<file path="src/rtl/assert_macros.svh">
// ----------------------------------------------------------------------------
// assert_macros.svh
// Assertion macros shared by the RGB to HSV pipeline.
// ----------------------------------------------------------------------------
`ifndef ASSERT_MACROS_SVH
`define ASSERT_MACROS_SVH

`ifndef SYNTHESIS

// Checked out of reset only.
`define RTH_ASSERT(lbl, clk, rst_n, prop, msg) \
	lbl: assert property (@(posedge clk) disable iff (!rst_n) prop) \
		else $error(msg);

// Checked on every edge, reset included.
`define RTH_ASSERT_ALWAYS(lbl, clk, prop, msg) \
	lbl: assert property (@(posedge clk) prop) \
		else $error(msg);

`else

`define RTH_ASSERT(lbl, clk, rst_n, prop, msg)
`define RTH_ASSERT_ALWAYS(lbl, clk, prop, msg)

`endif

`endif

</file>
<file path="src/rtl/rth_pkg.sv">
// ----------------------------------------------------------------------------
// rth_pkg
// Types and constants of the RGB to HSV pipeline.
// ----------------------------------------------------------------------------
package rth_pkg;

	localparam int CHAN_W     = 8;
	localparam int HUE_W      = 15;
	localparam int HUE_QUO_W  = 12;                  // hue quotient <= 3840
	localparam int SAT_QUO_W  = 8;                   // saturation quotient <= 255
	localparam int HUE_NUM_W  = CHAN_W + HUE_QUO_W;  // 3840 * mag
	localparam int SAT_NUM_W  = CHAN_W + SAT_QUO_W;  // 255 * delta
	localparam int DIV_STAGES = 4;
	localparam int HUE_STEP   = HUE_QUO_W / DIV_STAGES;
	localparam int SAT_STEP   = SAT_QUO_W / DIV_STAGES;

	localparam logic [HUE_QUO_W-1:0] HUE_SECTOR = 12'd3840;
	localparam logic [HUE_W-1:0]     HUE_GREEN  = 15'd7680;
	localparam logic [HUE_W-1:0]     HUE_BLUE   = 15'd15360;
	localparam logic [HUE_W-1:0]     HUE_FULL   = 15'd23040;
	localparam logic [CHAN_W-1:0]    SAT_SCALE  = 8'd255;

	typedef enum logic [1:0] {
		SECT_RED,
		SECT_GREEN,
		SECT_BLUE
	} sector_t;

	typedef struct packed {
		logic [CHAN_W-1:0] red;
		logic [CHAN_W-1:0] green;
		logic [CHAN_W-1:0] blue;
		logic [CHAN_W-1:0] alpha;
	} pixel_t;

	typedef struct packed {
		logic [HUE_W-1:0]  hue;
		logic [CHAN_W-1:0] saturation;
		logic [CHAN_W-1:0] brightness;
		logic [CHAN_W-1:0] alpha_out;
		logic              hue_undefined;
	} hsv_t;

	// After min/max and sector selection.
	typedef struct packed {
		logic [CHAN_W-1:0] mx;
		logic [CHAN_W-1:0] delta;
		logic [CHAN_W-1:0] mag;
		logic              neg;
		sector_t           sector;
		logic              undef;
		logic [CHAN_W-1:0] alpha;
	} class_t;

	// Running state of both long divisions.
	typedef struct packed {
		logic [HUE_NUM_W-1:0] hue_num;
		logic [CHAN_W-1:0]    hue_rem;
		logic [HUE_QUO_W-1:0] hue_quo;
		logic [SAT_NUM_W-1:0] sat_num;
		logic [CHAN_W-1:0]    sat_rem;
		logic [SAT_QUO_W-1:0] sat_quo;
		logic [CHAN_W-1:0]    mx;
		logic [CHAN_W-1:0]    delta;
		logic                 neg;
		sector_t              sector;
		logic                 undef;
		logic [CHAN_W-1:0]    alpha;
	} div_t;

	// One restoring step: shift in a numerator bit, subtract when it fits.
	// Returns {quotient bit, new remainder}.
	function automatic logic [CHAN_W:0] div_step(
		input logic [CHAN_W-1:0] rem,
		input logic              nbit,
		input logic [CHAN_W-1:0] dvs
	);
		logic [CHAN_W:0] trial;
		logic [CHAN_W:0] diff;
		trial = {rem, nbit};
		diff  = trial - {1'b0, dvs};
		if (trial >= {1'b0, dvs}) begin
			div_step = {1'b1, diff[CHAN_W-1:0]};
		end else begin
			div_step = {1'b0, trial[CHAN_W-1:0]};
		end
	endfunction

endpackage

</file>
<file path="src/rtl/rth_stream_if.sv">
// ----------------------------------------------------------------------------
// rth_stream_if
// Valid/ready stream channel with a typed payload.
// ----------------------------------------------------------------------------
interface rth_stream_if #(
	parameter type T = logic
);
	logic valid;
	logic ready;
	T     data;

	modport source (output valid, output data, input ready);
	modport sink   (input valid, input data, output ready);
endinterface

</file>
<file path="src/rtl/rth_classify.sv">
// ----------------------------------------------------------------------------
// rth_classify
// Stage 1: max, min, delta, sector and signed hue difference.
// ----------------------------------------------------------------------------
`include "assert_macros.svh"

module rth_classify (
	input  logic            clk,
	input  logic            arst_n,
	input  logic            up_valid,
	output logic            up_ready,
	input  rth_pkg::pixel_t up_data,
	output logic            dn_valid,
	input  logic            dn_ready,
	output rth_pkg::class_t dn_data
);
	import rth_pkg::*;

	logic              valid_s1;
	class_t            data_s1;
	class_t            nxt;
	logic [CHAN_W-1:0] mx;
	logic [CHAN_W-1:0] mn;
	logic [CHAN_W-1:0] pos;
	logic [CHAN_W-1:0] ngv;

	always_comb begin
		mx = up_data.red;
		mn = up_data.red;
		if (up_data.green > mx) mx = up_data.green;
		if (up_data.blue  > mx) mx = up_data.blue;
		if (up_data.green < mn) mn = up_data.green;
		if (up_data.blue  < mn) mn = up_data.blue;

		// ties resolve red first, then green
		if (up_data.red >= mx) begin
			pos        = up_data.green;
			ngv        = up_data.blue;
			nxt.sector = SECT_RED;
		end else if (up_data.green >= mx) begin
			pos        = up_data.blue;
			ngv        = up_data.red;
			nxt.sector = SECT_GREEN;
		end else begin
			pos        = up_data.red;
			ngv        = up_data.green;
			nxt.sector = SECT_BLUE;
		end

		nxt.mx    = mx;
		nxt.delta = mx - mn;
		nxt.neg   = (pos < ngv);
		nxt.mag   = (pos < ngv) ? (ngv - pos) : (pos - ngv);
		nxt.undef = (mx == mn);
		nxt.alpha = up_data.alpha;
	end

	assign up_ready = !valid_s1 || dn_ready;

	always_ff @(posedge clk or negedge arst_n) begin
		if (!arst_n) begin
			valid_s1 <= 1'b0;
		end else if (up_ready) begin
			valid_s1 <= up_valid;
		end
	end

	always_ff @(posedge clk) begin
		if (up_ready && up_valid) begin
			data_s1 <= nxt;
		end
	end

	assign dn_valid = valid_s1;
	assign dn_data  = data_s1;

	`RTH_ASSERT_ALWAYS(a_cls_rst_clear, clk, !arst_n |=> !dn_valid, "stage 1 valid after reset")
	`RTH_ASSERT(a_cls_mag, clk, arst_n, dn_valid |-> dn_data.mag <= dn_data.delta, "mag above delta")
endmodule

</file>
<file path="src/rtl/rth_scale.sv">
// ----------------------------------------------------------------------------
// rth_scale
// Stage 2: form both dividends and seed the long divisions.
// ----------------------------------------------------------------------------
module rth_scale (
	input  logic            clk,
	input  logic            arst_n,
	input  logic            up_valid,
	output logic            up_ready,
	input  rth_pkg::class_t up_data,
	output logic            dn_valid,
	input  logic            dn_ready,
	output rth_pkg::div_t   dn_data
);
	import rth_pkg::*;

	logic                 valid_s2;
	div_t                 data_s2;
	div_t                 nxt;
	logic [HUE_NUM_W-1:0] hue_num;
	logic [SAT_NUM_W-1:0] sat_num;

	always_comb begin
		hue_num = HUE_NUM_W'(up_data.mag) * HUE_NUM_W'(HUE_SECTOR);
		sat_num = SAT_NUM_W'(up_data.delta) * SAT_NUM_W'(SAT_SCALE);

		nxt.hue_num = hue_num;
		// top bits are below the divisor since the quotient fits its width
		nxt.hue_rem = hue_num[HUE_NUM_W-1 -: CHAN_W];
		nxt.hue_quo = '0;
		nxt.sat_num = sat_num;
		nxt.sat_rem = sat_num[SAT_NUM_W-1 -: CHAN_W];
		nxt.sat_quo = '0;
		nxt.mx      = up_data.mx;
		nxt.delta   = up_data.delta;
		nxt.neg     = up_data.neg;
		nxt.sector  = up_data.sector;
		nxt.undef   = up_data.undef;
		nxt.alpha   = up_data.alpha;
	end

	assign up_ready = !valid_s2 || dn_ready;

	always_ff @(posedge clk or negedge arst_n) begin
		if (!arst_n) begin
			valid_s2 <= 1'b0;
		end else if (up_ready) begin
			valid_s2 <= up_valid;
		end
	end

	always_ff @(posedge clk) begin
		if (up_ready && up_valid) begin
			data_s2 <= nxt;
		end
	end

	assign dn_valid = valid_s2;
	assign dn_data  = data_s2;
endmodule

</file>
<file path="src/rtl/rth_divider.sv">
// ----------------------------------------------------------------------------
// rth_divider
// Stages 3..6: pipelined restoring division of hue and saturation.
// ----------------------------------------------------------------------------
`include "assert_macros.svh"

module rth_divider (
	input  logic          clk,
	input  logic          arst_n,
	input  logic          up_valid,
	output logic          up_ready,
	input  rth_pkg::div_t up_data,
	output logic          dn_valid,
	input  logic          dn_ready,
	output rth_pkg::div_t dn_data
);
	import rth_pkg::*;

	logic vld [0:DIV_STAGES];
	logic rdy [0:DIV_STAGES];
	div_t dat [0:DIV_STAGES];

	assign vld[0]          = up_valid;
	assign dat[0]          = up_data;
	assign up_ready        = rdy[0];
	assign rdy[DIV_STAGES] = dn_ready;
	assign dn_valid        = vld[DIV_STAGES];
	assign dn_data         = dat[DIV_STAGES];

	for (genvar k = 0; k < DIV_STAGES; k++) begin : g_stage
		localparam int HUE_TOP = HUE_QUO_W - 1 - k * HUE_STEP;
		localparam int SAT_TOP = SAT_QUO_W - 1 - k * SAT_STEP;

		logic div_valid_sn;
		div_t div_data_sn;
		div_t nxt;

		always_comb begin
			logic [CHAN_W:0] st;
			nxt = dat[k];
			for (int j = 0; j < HUE_STEP; j++) begin
				st = div_step(nxt.hue_rem, nxt.hue_num[HUE_TOP - j], nxt.delta);
				nxt.hue_rem              = st[CHAN_W-1:0];
				nxt.hue_quo[HUE_TOP - j] = st[CHAN_W];
			end
			for (int j = 0; j < SAT_STEP; j++) begin
				st = div_step(nxt.sat_rem, nxt.sat_num[SAT_TOP - j], nxt.mx);
				nxt.sat_rem              = st[CHAN_W-1:0];
				nxt.sat_quo[SAT_TOP - j] = st[CHAN_W];
			end
		end

		assign rdy[k] = !div_valid_sn || rdy[k+1];

		always_ff @(posedge clk or negedge arst_n) begin
			if (!arst_n) begin
				div_valid_sn <= 1'b0;
			end else if (rdy[k]) begin
				div_valid_sn <= vld[k];
			end
		end

		always_ff @(posedge clk) begin
			if (rdy[k] && vld[k]) begin
				div_data_sn <= nxt;
			end
		end

		assign vld[k+1] = div_valid_sn;
		assign dat[k+1] = div_data_sn;
	end

	`RTH_ASSERT(a_div_rem, clk, arst_n, dn_valid && !dn_data.undef |-> dn_data.hue_rem < dn_data.delta && dn_data.sat_rem < dn_data.mx, "remainder not below divisor")
endmodule

</file>
<file path="src/rtl/rth_hue_wrap.sv">
// ----------------------------------------------------------------------------
// rth_hue_wrap
// Stage 7: sector offset, hue wrap, gray override; output register.
// ----------------------------------------------------------------------------
`include "assert_macros.svh"

module rth_hue_wrap (
	input  logic          clk,
	input  logic          arst_n,
	input  logic          up_valid,
	output logic          up_ready,
	input  rth_pkg::div_t up_data,
	output logic          dn_valid,
	input  logic          dn_ready,
	output rth_pkg::hsv_t dn_data
);
	import rth_pkg::*;

	logic           valid_s7;
	hsv_t           data_s7;
	hsv_t           nxt;
	logic [HUE_W-1:0] offset;
	logic [HUE_W-1:0] q;
	logic [HUE_W:0]   wrapped;

	always_comb begin
		case (up_data.sector)
			SECT_RED:   offset = '0;
			SECT_GREEN: offset = HUE_GREEN;
			SECT_BLUE:  offset = HUE_BLUE;
			default:    offset = '0;
		endcase

		q       = HUE_W'(up_data.hue_quo);
		wrapped = {1'b0, offset} + {1'b0, HUE_FULL} - {1'b0, q};

		if (up_data.undef) begin
			nxt.hue = '0;
		end else if (!up_data.neg) begin
			nxt.hue = offset + q;
		end else if (q > offset) begin
			nxt.hue = wrapped[HUE_W-1:0];
		end else begin
			nxt.hue = offset - q;
		end

		nxt.saturation    = up_data.undef ? '0 : up_data.sat_quo;
		nxt.brightness    = up_data.mx;
		nxt.alpha_out     = up_data.alpha;
		nxt.hue_undefined = up_data.undef;
	end

	assign up_ready = !valid_s7 || dn_ready;

	always_ff @(posedge clk or negedge arst_n) begin
		if (!arst_n) begin
			valid_s7 <= 1'b0;
		end else if (up_ready) begin
			valid_s7 <= up_valid;
		end
	end

	always_ff @(posedge clk) begin
		if (up_ready && up_valid) begin
			data_s7 <= nxt;
		end
	end

	assign dn_valid = valid_s7;
	assign dn_data  = data_s7;

	`RTH_ASSERT(a_hue_range, clk, arst_n, dn_valid |-> dn_data.hue < HUE_FULL, "hue out of range")
	`RTH_ASSERT(a_gray_zero, clk, arst_n, dn_valid && dn_data.hue_undefined |-> dn_data.hue == '0 && dn_data.saturation == '0, "gray pixel with hue or saturation")
	`RTH_ASSERT(a_black_gray, clk, arst_n, dn_valid && dn_data.brightness == '0 |-> dn_data.hue_undefined, "black pixel not flagged gray")
endmodule

</file>
<file path="src/rtl/rgb_to_hsv_converter.sv">
// ----------------------------------------------------------------------------
// rgb_to_hsv_converter
// RGBA pixel to hexcone HSV, hue in 1/64 degree, fully pipelined.
// ----------------------------------------------------------------------------
// Takes one pixel per clock while the output is not stalled and returns hue
// (0..23039), saturation floor(255*delta/max), brightness (max channel), alpha
// and a gray flag. The pipeline has one stage for min/max and sector, one for
// the two dividends, four for the two restoring dividers (3 hue quotient bits
// and 2 saturation bits per stage) and one for the sector offset and wrap.
// Every stage has its own valid bit and takes a new beat when it is empty or
// its successor moves, so bubbles close up and the input keeps flowing while
// a finished result waits at the output, until every stage is full.
module rgb_to_hsv_converter (
	input  logic              clk,
	input  logic              arst_n,
	rth_stream_if.sink        pixel,
	rth_stream_if.source      hsv
);
	import rth_pkg::*;

	logic   cls_valid;
	logic   cls_ready;
	class_t cls_data;
	logic   scl_valid;
	logic   scl_ready;
	div_t   scl_data;
	logic   div_valid;
	logic   div_ready;
	div_t   div_data;
	pixel_t pix_data;
	hsv_t   hsv_data;

	assign pix_data = pixel.data;

	rth_classify u_classify (
		.clk      (clk),
		.arst_n   (arst_n),
		.up_valid (pixel.valid),
		.up_ready (pixel.ready),
		.up_data  (pix_data),
		.dn_valid (cls_valid),
		.dn_ready (cls_ready),
		.dn_data  (cls_data)
	);

	rth_scale u_scale (
		.clk      (clk),
		.arst_n   (arst_n),
		.up_valid (cls_valid),
		.up_ready (cls_ready),
		.up_data  (cls_data),
		.dn_valid (scl_valid),
		.dn_ready (scl_ready),
		.dn_data  (scl_data)
	);

	rth_divider u_divider (
		.clk      (clk),
		.arst_n   (arst_n),
		.up_valid (scl_valid),
		.up_ready (scl_ready),
		.up_data  (scl_data),
		.dn_valid (div_valid),
		.dn_ready (div_ready),
		.dn_data  (div_data)
	);

	rth_hue_wrap u_hue_wrap (
		.clk      (clk),
		.arst_n   (arst_n),
		.up_valid (div_valid),
		.up_ready (div_ready),
		.up_data  (div_data),
		.dn_valid (hsv.valid),
		.dn_ready (hsv.ready),
		.dn_data  (hsv_data)
	);

	assign hsv.data = hsv_data;
endmodule

</file>
<file path="src/flat_wrapper.sv">
// flat-port wrapper written by rule: the top's interface ports become plain ports
module rgb_to_hsv_converter_flat import rth_pkg::*;
  (clk, arst_n, pixel_valid, pixel_data, pixel_ready, hsv_valid, hsv_data, hsv_ready);
  rth_stream_if #(.T(pixel_t)) pixel_i ();
  rth_stream_if #(.T(hsv_t)) hsv_i ();
  input  logic clk;
  input  logic arst_n;
  input wire logic [$bits(pixel_i.valid)-1:0] pixel_valid;
  input wire logic [$bits(pixel_i.data)-1:0] pixel_data;
  output wire logic [$bits(pixel_i.ready)-1:0] pixel_ready;
  output wire logic [$bits(hsv_i.valid)-1:0] hsv_valid;
  output wire logic [$bits(hsv_i.data)-1:0] hsv_data;
  input wire logic [$bits(hsv_i.ready)-1:0] hsv_ready;
  assign pixel_i.valid = pixel_valid;
  assign pixel_i.data = pixel_data;
  assign pixel_ready = pixel_i.ready;
  assign hsv_valid = hsv_i.valid;
  assign hsv_data = hsv_i.data;
  assign hsv_i.ready = hsv_ready;
  rgb_to_hsv_converter u_core (.clk(clk), .arst_n(arst_n), .pixel(pixel_i), .hsv(hsv_i));
endmodule
</file>
<file path="config.mk">
export PLATFORM = sky130hd
export DESIGN_NAME = rgb_to_hsv_converter_flat
export DESIGN_NICKNAME = d
export VERILOG_FILES = /design/src/rtl/rth_pkg.sv /design/src/rtl/rth_stream_if.sv /design/src/rtl/rth_classify.sv /design/src/rtl/rth_scale.sv /design/src/rtl/rth_divider.sv /design/src/rtl/rth_hue_wrap.sv /design/src/rtl/rgb_to_hsv_converter.sv /design/src/flat_wrapper.sv
export VERILOG_INCLUDE_DIRS = /design/src /design/src/rtl
export SDC_FILE = /design/constraint.sdc
export NUM_CORES = 1
export LEC_CHECK = 0
export BUFFER_PORTS_ARGS = -buffer_cell sky130_fd_sc_hd__buf_2
export CAP_MARGIN = 20
export CORE_MARGIN = 2
export CORE_UTILIZATION = 43
export DETAILED_ROUTE_END_ITERATION = 8
export GPL_TIMING_DRIVEN = 1
export PLACE_DENSITY_LB_ADDON = 0.12
export SLEW_MARGIN = 40
export SYNTH_ARGS = -nofsm -noshare
export SYNTH_HDL_FRONTEND = slang
export SYNTH_SLANG_ARGS = --single-unit
export TNS_END_PERCENT = 50
</file>
<file path="constraint.sdc">
create_clock -name clk -period 20.5 [get_ports clk]
set_input_delay 0 -clock clk [delete_from_list [all_inputs] [get_ports clk]]
set_output_delay 0 -clock clk [all_outputs]
set_load 0.01 [all_outputs]
</file>
==> impl_metrics.csv, run 1 <==
group,metric,value,unit
sta,finalMaxSlewViolations,0,
logic_synthesis,synthDominantCellAreaShare,43.9,%
clock_network,cts_made_buffers,41,
worst_setup_path,most_common_cell_on_crit_path,"o21ai_0",
routing,routed-via-count,15300,
worst_setup_path,worst_path_largest_cell_delay,0.48,ns
worst_setup_path,worst-path-max-fanout,13,
logic_synthesis,synth-edff-count,343,
sta,worst_slew_margin_rel,47.1,%
cells_and_area,drive_above_1_share,11.6,%
floorplan,placement_rows,85,
sta,tightest_slew,0.793,ns
worst_setup_path,required,20.80,ns
floorplan,core_area,53900,um^2
sta,finalWorstPathRequiredPeriod,8.47,ns
routing,routed_wl_per_cell,16.0,um
place,globalplace.congestion,0.861,
logic_synthesis,synth_largest_area_cell,"edfxtp_1",
routing,antenna_violating_nets_post_route,0,
floorplan,boundaryPins,78,
worst_setup_path,critPathSlowestCell,"nor2b_2",
logic_synthesis,average_instance_area_after_synthesis,11.1,um^2
sta,final.period_utilization,41.3,%
sta,timing.final.setup_violations,0,
worst_setup_path,worstSetupStartpointType,"flop",
routing,drt_drc_violations_left,0,
routing,routed_wl,47400,um
sta,hold_viol,0,
worst_setup_path,critPathCaptureType,"flop",
clock_network,tritoncts,"built",
clock_network,clkTransAtPathRegs,0.06,ns
logic_synthesis,ys_top_cells_by_count,"edfxtp_1, inv_1, ha_1",
logic_synthesis,netlist-cell-type-count,71,
place,place.detailed.hpwl,36600,um
clock_network,cts.path.max_buffers,3,
logic_synthesis,postSynth.topFlopCell,"edfxtp_1",
logic_synthesis,synth_cells,2121,
clock_network,h-tree-depth,2,
floorplan,die_h,238,um
global_route,grt_max_degree,61,
clock_network,cts.sinks,350,
cells_and_area,nFillCells,4906,
place,buffer_ports.inserted,77,
logic_synthesis,mappedNetlistNets,2493,
sta,worst_clock_skew,0.0252,ns
floorplan,start_util,43.5,%
floorplan,die_area,56500,um^2
global_route,grt_antenna_before_repair,0,
floorplan,floorplan.die.width,238,um
logic_synthesis,ys_seq_elements,350,
routing,detail_route.first_pass.iterations,5,
global_route,wire_length_of_the_first_global_routing_pass,77200,um
global_route,residual_overflow_from_global_routing,0,
cells_and_area,final_nets,2615,
outcome,outcome,"finished, final reports clean",
run,drv.max_cap_violation_count,0,
cells_and_area,diodes,0,
worst_setup_path,critPathArrivalTime,8.77,ns
routing,drt_iter0_markers,637,
cells_and_area,area_growth_syn_to_layout,11.7,%
logic_synthesis,synth.yosys.warnings,0,
clock_network,cts_hold_repair.buffers,15,
logic_synthesis,yosys-top-cells-area,"edfxtp_1, ha_1, fa_1",
global_route,globalRouteTotalUtil,17.0,%
clock_network,worst_skew_pair.late_latency,0.56,ns
sta,fmax,118,MHz
logic_synthesis,synth_area,23500,um^2
clock_network,cts_setup_buffers,0,
routing,detail_route.vias_per_cell,5.15,
min_path,hold_path_class,"input pin to flop",
clock_network,post_cts.resized_instances,0,
logic_synthesis,synth_async_sr_flop_share,2.00,%
logic_synthesis,synthMostInstantiatedCell,"edfxtp_1",
logic_synthesis,synth.yosys.seq_area_share,44.6,%
worst_setup_path,worstSetupPathType,"flop to flop",
sta,setup_tns,0,ns
global_route,first_global_vias,15600,
sta,grt_setup_unrepaired,"false",
clock_network,clock-root-buffer,"clkbuf_16",
cell type report:
type                            instances  area (um^2)  area share (%)
Multi-Input combinational cell       1460        11900            45.3
Tap cell                              696          871            3.32
Inverter                              283         1060            4.05
Timing Repair Buffer                  107          666            2.54
Clock inverter                         25          229           0.873
Sequential cell                       350        10500            40.0
Clock buffer                           46         1040            3.98
layout by cell type, fill, tap and decap left out, types with 8 or more instances in the layout:
| cell type | count |
|---|---|
| edfxtp_1 | 343 |
| inv_1 | 278 |
| ha_1 | 275 |
| nor2_1 | 143 |
| a21oi_1 | 140 |
| o21ai_0 | 122 |
| nand2_1 | 114 |
| xnor2_1 | 82 |
| buf_2 | 78 |
| mux2_2 | 64 |
| fa_1 | 61 |
| a21o_1 | 55 |
| xor2_1 | 45 |
| clkbuf_16 | 41 |
| nor2b_1 | 38 |
| nand2b_1 | 34 |
| mux2i_1 | 29 |
| nand4_1 | 24 |
| nand3_1 | 24 |
| o21bai_1 | 20 |
| o31ai_1 | 16 |
| and2_1 | 15 |
| dlygate4sd3_1 | 15 |
| a21boi_0 | 14 |
| o21a_1 | 14 |
| buf_4 | 11 |
| or2_2 | 10 |
| nor3_1 | 9 |
| a211oi_1 | 8 |
| and3_1 | 8 |
through the flow:
step           instance area (um^2)  setup slack, ns  util (%)  hold slack (ns)  instances
2_1_floorplan                 23500            12.99         -           -0.296       2121
3_3_place_gp                  24700            11.06      45.9           -0.163       2878
3_5_place_dp                  24800            11.74      45.9           -0.153       2879
4_1_cts                       26200            11.74      48.6           0.0245       2965
5_1_grt                       26200            11.20      48.6           0.0471       2967
6_report                      26200            12.03      48.6           0.0605       2967
path summary, 6_finish.rpt:
check,from,to,slack [ns],cells after the start
hold / removal,pixel_data[15],u_core.u_classify.dn_data[35],0.06,3
max in group asynchronous,arst_n,u_core.u_divider.g_stage[1].div_valid_sn,19.84,3
setup reg to reg,u_core.u_scale.dn_data[13],u_core.u_divider.dat[379],12.03,37
hold reg to reg,u_core.u_divider.dat[170],u_core.u_divider.dn_data[70],0.41,0
setup / recovery,u_core.u_scale.dn_data[13],u_core.u_divider.dat[379],12.03,37
min in group asynchronous,arst_n,u_core.u_divider.dn_valid,0.42,3
registers in the layout, summed over array words and instances (netlist names):
| signal | count |
|---|---|
| u_core.u_classify.dn_valid | 1 |
| u_core.u_classify.dn_data | 36 |
| u_core.u_scale.dn_data | 55 |
| u_core.u_hue_wrap.dn_data | 40 |
| u_core.u_scale.dn_valid | 1 |
| u_core.u_divider.dn_valid | 1 |
| u_core.u_hue_wrap.dn_valid | 1 |
| u_core.u_divider.g_stage.div_valid_sn | 3 |
| u_core.u_divider.dn_data | 40 |
| u_core.u_divider.dat | 172 |
cells by family after synthesis:
logic type | share of synthesized area, %
adders and majority gates | 19.9
xor gates and xnor gates | 4.74
buffers and inverters | 5.05
muxes | 4.37
DFF | 44.6
AOI/OAI and AO/OA | 12.0
and+or+nand+nor | 9.31
worst max-delay path: cells and delay by family, from the launching register on:
kind            cells  cell delay (ns)
compound gates     21             3.98
fa+ha+maj           3             0.83
buf+inv             4             0.60
flops               1             0.45
mux                 3             1.16
simple gates        6             1.15
routing by layer:
metal  global-route usage [%]  vias up  wire [um]
li1                         -     7774          -
met1                     21.6     7231      21800
met2                     29.8      209      23000
met3                     2.49       68       1460
met4                     5.13        0       1160
met5                        0        -          0
Power of run 1 is not shown: default switching activity piles up to over one toggle a cycle in this logic, so the estimate is an artifact.
==> run 2, diff against run 1 <==
==> constraint.sdc (replaced) <==
create_clock -name clk -period 7.81 [get_ports clk]
set_input_delay 0 -clock clk [delete_from_list [all_inputs] [get_ports clk]]
set_output_delay 0 -clock clk [all_outputs]
set_load 0.01 [all_outputs]
==> impl_metrics.csv, run 2 (synthesis gave the netlist of run 1 again) <==
group,metric,value,unit
outcome,outcome,"finished, final reports clean",
sta,timing.final.setup_violations,0,
clock_network,clkTransAtPathRegs,0.06,ns
clock_network,cts_made_buffers,41,
global_route,wire_length_of_the_first_global_routing_pass,79600,um
worst_setup_path,required,8.11,ns
clock_network,cts.path.max_buffers,3,
worst_setup_path,worst-path-max-fanout,6,
floorplan,start_util,43.5,%
global_route,grt_antenna_before_repair,0,
cells_and_area,drive_above_1_share,13.7,%
cells_and_area,final_design_area_no_fill,26700,um^2
sta,worst_clock_skew,0.0223,ns
floorplan,floorplan.die.width,238,um
sta,fmax,136,MHz
clock_network,tritoncts,"built",
sta,final.period_utilization,94.0,%
routing,wl_met2,23900,um
worst_setup_path,family_with_the_most_delay_on_the_worst_path,"compound AO/OA/AOI/OAI gates",
cells_and_area,area_growth_syn_to_layout,13.6,%
worst_setup_path,critPathSlowestCell,"edfxtp_1",
global_route,residual_overflow_from_global_routing,0,
floorplan,placement_rows,85,
sta,tightest_slew,0.792,ns
worst_setup_path,critPathCaptureType,"flop",
cells_and_area,regArea,10500,um^2
global_route,globalRouteTotalUtil,17.5,%
worst_setup_path,worstSetupStartpointType,"flop",
cells_and_area,final_nets,2664,
place,dp_slack,0.0366,ns
cells_and_area,fin_util,49.5,%
worst_setup_path,most_common_cell_on_crit_path,"o21ai_0",
global_route,grt_max_degree,61,
cells_and_area,commonest_cells_after_routing_fill_and_taps_aside,"edfxtp_1, inv_1, ha_1",
floorplan,die_area,56500,um^2
worst_setup_path,worstSetupPathType,"flop to flop",
routing,detail_route.vias_per_cell,5.15,
worst_setup_path,critPathArrivalTime,7.64,ns
routing,detail_route.first_pass.iterations,5,
floorplan,die_h,238,um
routing,drt_iter0_markers,735,
place,placement.cell_area,25100,um^2
global_route,first_global_vias,16000,
cells_and_area,multi_input_area,11900,um^2
floorplan,boundaryPins,78,
sta,finalWorstPathRequiredPeriod,7.34,ns
worst_setup_path,worst_path_largest_cell_delay,0.43,ns
sta,hold_viol,0,
routing,routed_wl_per_cell,16.1,um
clock_network,cts.sinks,350,
place,buffer_ports.inserted,77,
clock_network,clock-root-buffer,"clkbuf_16",
run,drv.max_cap_violation_count,0,
routing,routed-via-count,15500,
clock_network,h-tree-depth,2,
cells_and_area,layout_commonest_cell,"edfxtp_1",
sta,setup_tns,0,ns
clock_network,worst_skew_pair.late_latency,0.56,ns
min_path,hold_path_class,"input pin to flop",
sta,worst_slew_margin_rel,47.1,%
routing,post_route_m1_wl,22100,um
place,place.detailed.hpwl,37800,um
routing,routed_wl,48700,um
worst_setup_path,worst-path-buf-inv,3,
sta,finalMaxSlewViolations,0,
place,globalplace.congestion,0.907,
cells_and_area,diodes,0,
sta,final.setup.worst_slack,0.471,ns
cells_and_area,largest_register_ffs,172,
routing,antenna_violating_nets_post_route,0,
routing,drt_drc_violations_left,0,
cells_and_area,nFillCells,4829,
routing,top_layer_used,"met4",
routing,routed_length_on_met3,1470,um
floorplan,core_area,53900,um^2
## run 2: changes by cell type in the layout (fill, tap and decap cells not counted), sizes merged
cell         before  now
buf              92  144
bufinv            3    4
clkbuf           46   49
clkinv           13   15
clkinvlp          3    2
dlygate4sd3      15   12
inv             289  285
## run 2: timing repair
action / CTS / global route
gates resized for setup: 0 / 23
buffers inserted: 0 / 7
hold endpoints to repair: 19 / 0
hold buffers: 12 / 0
endpoints found under the setup margin: 0 / 29
## run 2: final cells by class
class / count / area share, %
well taps: 696 / 3.27
multi-input cells: 1460 / 44.7
inverters: 283 / 3.98
clock inverters: 23 / 0.915
flip-flops and latches: 350 / 39.3
repair buffers: 156 / 3.90
clock buffers: 49 / 4.00
## run 2: worst register-to-register path: cells and delay by family (launching register included)
kind | cells | cell delay [ns]
AOI/OAI and AO/OA | 20 | 3.54
muxes | 3 | 1.10
adders and majority gates | 3 | 0.92
and+or+nand+nor | 5 | 0.70
DFF | 1 | 0.43
buffers and inverters | 3 | 0.36
## run 2: path summary, 6_finish.rpt
check,end,cells past startpoint,startpoint,slack (ns)
setup / recovery,u_core.u_divider.dat[276],34,u_core.u_divider.dat[313],0.47
hold / removal,u_core.u_classify.dn_data[32],3,pixel_data[12],0.03
setup reg to reg,u_core.u_divider.dat[276],34,u_core.u_divider.dat[313],0.47
hold reg to reg,u_core.u_divider.dat[104],0,u_core.u_divider.dat[204],0.41
max in group asynchronous,u_core.u_divider.g_stage[0].div_valid_sn,3,arst_n,7.13
min in group asynchronous,u_core.u_hue_wrap.dn_valid,3,arst_n,0.41
## run 2: routing by layer
layer | vias up | global-route usage, %
li1 | 7879 | -
met1 | 7387 | 22.4
met2 | 209 | 30.7
met3 | 68 | 2.39
met4 | 0 | 5.58
met5 | - | 0
## run 2: through the flow
step	hold slack [ns]	instances
after floorplan	-0.296	2121
after global routing	0.0152	3017
after CTS	0.0191	3009
after global placement	-0.163	2925
final	0.0346	3017
after detailed placement	-0.155	2925
Power of run 2 is left out for the same reason.
